$ cat src/sv/hss_pkg.sv
// Shared types, constants and SHA-256 round tables for the HMAC-SHA256 block.
`default_nettype none
package hss_pkg;

    // Default width of the padded length field, in bits.
    localparam int LENGTH_BITS_DEF = 64;

    // Inner and outer key pad bytes.
    localparam logic [7:0] IPAD = 8'h36;
    localparam logic [7:0] OPAD = 8'h5c;
    localparam logic [7:0] PAD_FIRST = 8'h80;

    // Number of configuration key words.
    localparam int KEY_WORDS = 8;

    // Top-level sequencer states.
    typedef enum logic [2:0] {
        ST_IDLE,
        ST_ITEM,
        ST_COMP,
        ST_PAD,
        ST_DIG,
        ST_OUT
    } t_state;

    // What the sequencer does once a compression finishes.
    typedef enum logic [1:0] {
        AF_IKEY,
        AF_MSG,
        AF_PAD,
        AF_OKEY
    } t_after;

    // SHA-256 initial hash value, word 0 in the top bits.
    localparam logic [255:0] SHA_IV = {
        32'h6a09e667, 32'hbb67ae85, 32'h3c6ef372, 32'ha54ff53a,
        32'h510e527f, 32'h9b05688c, 32'h1f83d9ab, 32'h5be0cd19
    };

    // SHA-256 round constant for round r.
    function automatic logic [31:0] round_k(input logic [5:0] r);
        logic [31:0] k;
        case (r)
            6'd0:  k = 32'h428a2f98; 6'd1:  k = 32'h71374491;
            6'd2:  k = 32'hb5c0fbcf; 6'd3:  k = 32'he9b5dba5;
            6'd4:  k = 32'h3956c25b; 6'd5:  k = 32'h59f111f1;
            6'd6:  k = 32'h923f82a4; 6'd7:  k = 32'hab1c5ed5;
            6'd8:  k = 32'hd807aa98; 6'd9:  k = 32'h12835b01;
            6'd10: k = 32'h243185be; 6'd11: k = 32'h550c7dc3;
            6'd12: k = 32'h72be5d74; 6'd13: k = 32'h80deb1fe;
            6'd14: k = 32'h9bdc06a7; 6'd15: k = 32'hc19bf174;
            6'd16: k = 32'he49b69c1; 6'd17: k = 32'hefbe4786;
            6'd18: k = 32'h0fc19dc6; 6'd19: k = 32'h240ca1cc;
            6'd20: k = 32'h2de92c6f; 6'd21: k = 32'h4a7484aa;
            6'd22: k = 32'h5cb0a9dc; 6'd23: k = 32'h76f988da;
            6'd24: k = 32'h983e5152; 6'd25: k = 32'ha831c66d;
            6'd26: k = 32'hb00327c8; 6'd27: k = 32'hbf597fc7;
            6'd28: k = 32'hc6e00bf3; 6'd29: k = 32'hd5a79147;
            6'd30: k = 32'h06ca6351; 6'd31: k = 32'h14292967;
            6'd32: k = 32'h27b70a85; 6'd33: k = 32'h2e1b2138;
            6'd34: k = 32'h4d2c6dfc; 6'd35: k = 32'h53380d13;
            6'd36: k = 32'h650a7354; 6'd37: k = 32'h766a0abb;
            6'd38: k = 32'h81c2c92e; 6'd39: k = 32'h92722c85;
            6'd40: k = 32'ha2bfe8a1; 6'd41: k = 32'ha81a664b;
            6'd42: k = 32'hc24b8b70; 6'd43: k = 32'hc76c51a3;
            6'd44: k = 32'hd192e819; 6'd45: k = 32'hd6990624;
            6'd46: k = 32'hf40e3585; 6'd47: k = 32'h106aa070;
            6'd48: k = 32'h19a4c116; 6'd49: k = 32'h1e376c08;
            6'd50: k = 32'h2748774c; 6'd51: k = 32'h34b0bcb5;
            6'd52: k = 32'h391c0cb3; 6'd53: k = 32'h4ed8aa4a;
            6'd54: k = 32'h5b9cca4f; 6'd55: k = 32'h682e6ff3;
            6'd56: k = 32'h748f82ee; 6'd57: k = 32'h78a5636f;
            6'd58: k = 32'h84c87814; 6'd59: k = 32'h8cc70208;
            6'd60: k = 32'h90befffa; 6'd61: k = 32'ha4506ceb;
            6'd62: k = 32'hbef9a3f7; 6'd63: k = 32'hc67178f2;
            default: k = 32'h0;
        endcase
        return k;
    endfunction

    // Rotate right helper.
    function automatic logic [31:0] rotr(input logic [31:0] x, input int n);
        return (x >> n) | (x << (32 - n));
    endfunction

endpackage
`default_nettype wire

$ cat src/sv/hss_core.sv
// Iterative SHA-256 compression unit: one round per clock cycle.
`default_nettype none
module hss_core (
    input  wire logic         i_clk,
    input  wire logic         i_rst_n,
    input  wire logic         i_start,
    input  wire logic [511:0] i_block,
    input  wire logic [255:0] i_h,
    output logic              o_done,
    output logic [255:0]      o_h
);

    logic [31:0]  r_v [0:7];
    logic [31:0]  r_hin [0:7];
    logic [31:0]  r_w [0:15];
    logic [5:0]   r_rnd;
    logic         r_busy;
    logic         r_fin;
    logic         r_done;
    logic [255:0] r_hout;

    logic [31:0] w_t1;
    logic [31:0] w_t2;
    logic [31:0] w_next;
    logic [31:0] w_s0;
    logic [31:0] w_s1;

    // Round function and message schedule.
    always_comb begin
        w_t1 = r_v[7]
             + (hss_pkg::rotr(r_v[4], 6) ^ hss_pkg::rotr(r_v[4], 11)
                ^ hss_pkg::rotr(r_v[4], 25))
             + ((r_v[4] & r_v[5]) ^ (~r_v[4] & r_v[6]))
             + hss_pkg::round_k(r_rnd) + r_w[0];
        w_t2 = (hss_pkg::rotr(r_v[0], 2) ^ hss_pkg::rotr(r_v[0], 13)
                ^ hss_pkg::rotr(r_v[0], 22))
             + ((r_v[0] & r_v[1]) ^ (r_v[0] & r_v[2]) ^ (r_v[1] & r_v[2]));
        w_s0 = hss_pkg::rotr(r_w[1], 7) ^ hss_pkg::rotr(r_w[1], 18) ^ (r_w[1] >> 3);
        w_s1 = hss_pkg::rotr(r_w[14], 17) ^ hss_pkg::rotr(r_w[14], 19)
             ^ (r_w[14] >> 10);
        w_next = r_w[0] + w_s0 + r_w[9] + w_s1;
    end

    // Control: round counter and completion pulse.
    always_ff @(posedge i_clk) begin
        if (!i_rst_n) begin
            r_busy <= 1'b0;
            r_fin  <= 1'b0;
            r_done <= 1'b0;
            r_rnd  <= '0;
        end else begin
            r_fin  <= 1'b0;
            r_done <= r_fin;
            if (i_start) begin
                r_busy <= 1'b1;
                r_rnd  <= '0;
            end else if (r_busy) begin
                r_rnd <= r_rnd + 6'd1;
                if (r_rnd == 6'd63) begin
                    r_busy <= 1'b0;
                    r_fin  <= 1'b1;
                end
            end
        end
    end

    // Working variables, schedule window and the final feed-forward add.
    always_ff @(posedge i_clk) begin
        if (i_start) begin
            for (int i = 0; i < 8; i++) begin
                r_v[i]   <= i_h[255 - 32*i -: 32];
                r_hin[i] <= i_h[255 - 32*i -: 32];
            end
            for (int i = 0; i < 16; i++) begin
                r_w[i] <= i_block[511 - 32*i -: 32];
            end
        end else if (r_busy) begin
            r_v[7] <= r_v[6];
            r_v[6] <= r_v[5];
            r_v[5] <= r_v[4];
            r_v[4] <= r_v[3] + w_t1;
            r_v[3] <= r_v[2];
            r_v[2] <= r_v[1];
            r_v[1] <= r_v[0];
            r_v[0] <= w_t1 + w_t2;
            for (int i = 0; i < 15; i++) begin
                r_w[i] <= r_w[i+1];
            end
            r_w[15] <= w_next;
        end
        if (r_fin) begin
            for (int i = 0; i < 8; i++) begin
                r_hout[255 - 32*i -: 32] <= r_hin[i] + r_v[i];
            end
        end
    end

    assign o_done = r_done;
    assign o_h    = r_hout;

endmodule
`default_nettype wire

$ cat config.mk
export PLATFORM = sky130hd
export DESIGN_NAME = hss_core
export DESIGN_NICKNAME = d
export VERILOG_FILES = /design/src/sv/hss_pkg.sv /design/src/sv/hss_core.sv
export SDC_FILE = /design/constraint.sdc
export NUM_CORES = 2
export LEC_CHECK = 0
export ABC_AREA = 0
export BUFFER_PORTS_ARGS = -buffer_cell sky130_fd_sc_hd__buf_2
export CAP_MARGIN = 10
export CORE_AREA = 5 5 393 395
export CTS_CLUSTER_SIZE = 12
export DETAILED_ROUTE_END_ITERATION = 7
export DIE_AREA = 0 0 398 400
export PLACE_DENSITY = 0.72
export SLEW_MARGIN = 25
export SYNTH_ARGS = -nofsm -noshare
export SYNTH_HDL_FRONTEND = slang
export SYNTH_SLANG_ARGS = --single-unit
$ cat constraint.sdc
create_clock -name i_clk -period 17.6 [get_ports i_clk]
set_input_delay 2.64 -clock i_clk [delete_from_list [all_inputs] [get_ports i_clk]]
set_output_delay 2.64 -clock i_clk [all_outputs]
set_load 0.1 [all_outputs]
==> out/summary.txt <==
Fin. Hold Viols: 0
Compound-Gate Fraction of Synth Area: 10.7%
Largest net degree at the start of global routing: 191
Hold WC Path Type: flip-flop to flip-flop
Status: completed
Top FF cell, synth: edfxtp_1
Post-synth EDFFs: 1280
Post-CTS Setup Bufs: 0
Adder-Cell Fraction of Synth Area: 11.6%
Crit path DAT: 9700 ps
Hold Buf Count CTS: 0
Min Clock Period, post-route: 9190 ps
First-pass GRT wire length: 400000 um
Area leader, netlist: edfxtp_1
Max incr delay on CP: 580 ps
Drt first pass iters: 6
Most frequent cells in the layout: 1861 x nand2_1, 1280 x edfxtp_1, 1026 x buf_2, 432 x xnor2_1, 390 x ha_1
WHS Path Cells: 2
Clock transition at path regs: 60 ps
CTS H-tree lvls: 4
Hpwl dp: 227000 um
Mux contribution to synthesized area: 2.96%
Via count: 58800
Skew-Pair Late Insertion Delay: 810 ps
Sequential fraction of the synthesis area: 51.6%
Simple-gate portion of the synthesized area: 13.2%
Final Skew: 66.3 ps
R2R cell count: 34
Vias/cell: 5.79
Post-Syn Area per Cell: 10.8 um^2
Crit. End Element: flip-flop
Setup Crit Path Kind: flip-flop to flip-flop
Initial antenna violation count: 54
Yosys cell types: 98
Drt drc: 0
Leading cell type in the layout, fill and taps excluded: nand2_1
Crit path to: r_v[0][31]
XOR/XNOR Fraction of Synth Area: 6.93%
Initial detailed-routing violation count: 5788
Setup violators final: 0
Nets: 9346
Slew Limit Fails: 0
Yosys warnings: 0
Hold WS: 492 ps
Final ANT Viol Nets: 0
Final TNS setup: 0 ps
Routed len/inst: 28.1 um
Die H: 400 um
R2R Setup Slk: 8410 ps
Crit path max-delay cell type: edfxtp_1
Synth area leaders: edfxtp_1 51%, nand2_1 9.2%, ha_1 6.4%
Total GRT Usage: 34.9%
Largest family of logic cells by synthesized area: simple AND/OR/NAND/NOR gates
GPL Wtd Cong: 0.989
Clk sink count: 1321
Vias in the first global route: 58000
Setup crit start: r_v[1][26]
Core area: 0.151 mm^2
Area Overhead vs Synth: 15.6%
Slew Limit Headroom: 25.1%
Mapped cell area: 0.0760 mm^2
Post-synthesis register bit count: 1321
Layout cells sized above 1: 19.0%
Worst Setup Start Kind: flip-flop
RR Startpoint: r_v[1][26]
Crit Path Max Fanout: 7
Asr flop ratio synth: 0%
Reg2Reg Capture Point: r_v[0][31]
Floorplan die width: 398 um
CP required: 18110 ps
Syn Inst Count: 7045
Most used cell, CP: fa_1
Number of port buffers: 1027
Deepest clock path buffer count: 3
Initial Utilization: 50.4%
Max-cap violations: 0
Drt total wl: 285000 um
Row count: 143
I/O pin cnt: 1028
Mapped Nets: 8401
CTS tree: yes
Fmax: 0.109 GHz
CTS root buf: clkbuf_16
Gr ovfl total: 0
Final worst path period share: 52.2%
Die footprint: 0.159 mm^2
Yosys top cell area share: 50.5%
Least-Margin Pin Slew: 1120 ps
TritonCTS Buffers: 148
Fillers: 12900
CTS resizes: 0
RSZ-0062 raised after global routing: no
[metrics by stage]
step / util [%] / instances / setup slack (ps) / instance area, um^2
floorplan: - / 7045 / 4190 / 76000
global placement: 55.1 / 9868 / 8530 / 83100
detailed placement: 55.1 / 9868 / 8540 / 83100
CTS: 58.2 / 10100 / 8470 / 87800
global route: 58.3 / 10200 / 7730 / 87900
finish: 58.3 / 10200 / 8410 / 87900
[synthesized netlist by cell type (18+ instances only)]
library cell / number
o21bai_1: 38
o21ai_0: 279
nand3_1: 72
a211oi_1: 32
o211ai_1: 36
mux2_2: 194
ha_1: 390
o22ai_1: 19
a21oi_1: 331
a31oi_1: 42
o21a_1: 66
xor2_1: 168
nand2b_1: 54
o311ai_0: 18
fa_1: 195
nand2_1: 1861
nor2b_1: 50
nor2_1: 247
clkbuf_1: 273
inv_1: 300
xnor2_1: 432
nor3_1: 63
dfxtp_1: 41
edfxtp_1: 1280
and3_1: 31
o21ai_1: 64
a21o_1: 186
[worst max-delay path, delay by kind of cell, from the launching register on]
kind	cells	cell delay (ps)
xor gates and xnor gates	5	1250
and+or+nand+nor	6	1150
buffers and inverters	4	280
AOI/OAI and AO/OA	12	2630
adders and majority gates	7	2960
DFF	1	580
[area by class of cell]
class,instances,area [um^2],area share (%)
flip-flops and latches,1321,39300,44.7
multi-input cells,5126,34600,39.3
repair buffers,1088,5680,6.46
clock buffers,194,3900,4.43
well taps,2030,2540,2.89
inverters,305,1140,1.30
clock inverters,66,729,0.830
diodes,35,87.6,0.0996
[logic make-up after synthesis]
group,count (synthesis)
adders and majority gates,589
AOI/OAI and AO/OA,1272
xor gates and xnor gates,601
muxes,199
DFF,1321
buffers and inverters,598
and+or+nand+nor,2465
[routing by layer]
layer / GRT usage [%] / share of wire [%]
met1: 42.4 / 37
met5: 0 / 0.052
met2: 59.5 / 49
met4: 19.5 / 6.6
met3: 5.88 / 7.6
[flip-flops by register name, indices dropped and copies added, names as in the netlist, named ones only]
signal	flops
r_busy	1
r_rnd	6
r_fin	1
r_v	256
o_done	1
o_h	256
r_w	512
r_hin	256
[worst min path at each step]
stage / start / endpoint
final: r_w[0][115] / r_w[0][83]
after global routing: r_w[0][172] / r_w[0][140]
after CTS: r_w[0][115] / r_w[0][83]
after detailed placement: r_w[0][125] / r_w[0][93]
after global placement: r_w[0][209] / r_w[0][177]
after floorplan: r_rnd[5] / r_fin
Power is left out: the tool's default activity adds up to more than one toggle a clock period on the data nets, which glitch-free logic cannot reach.
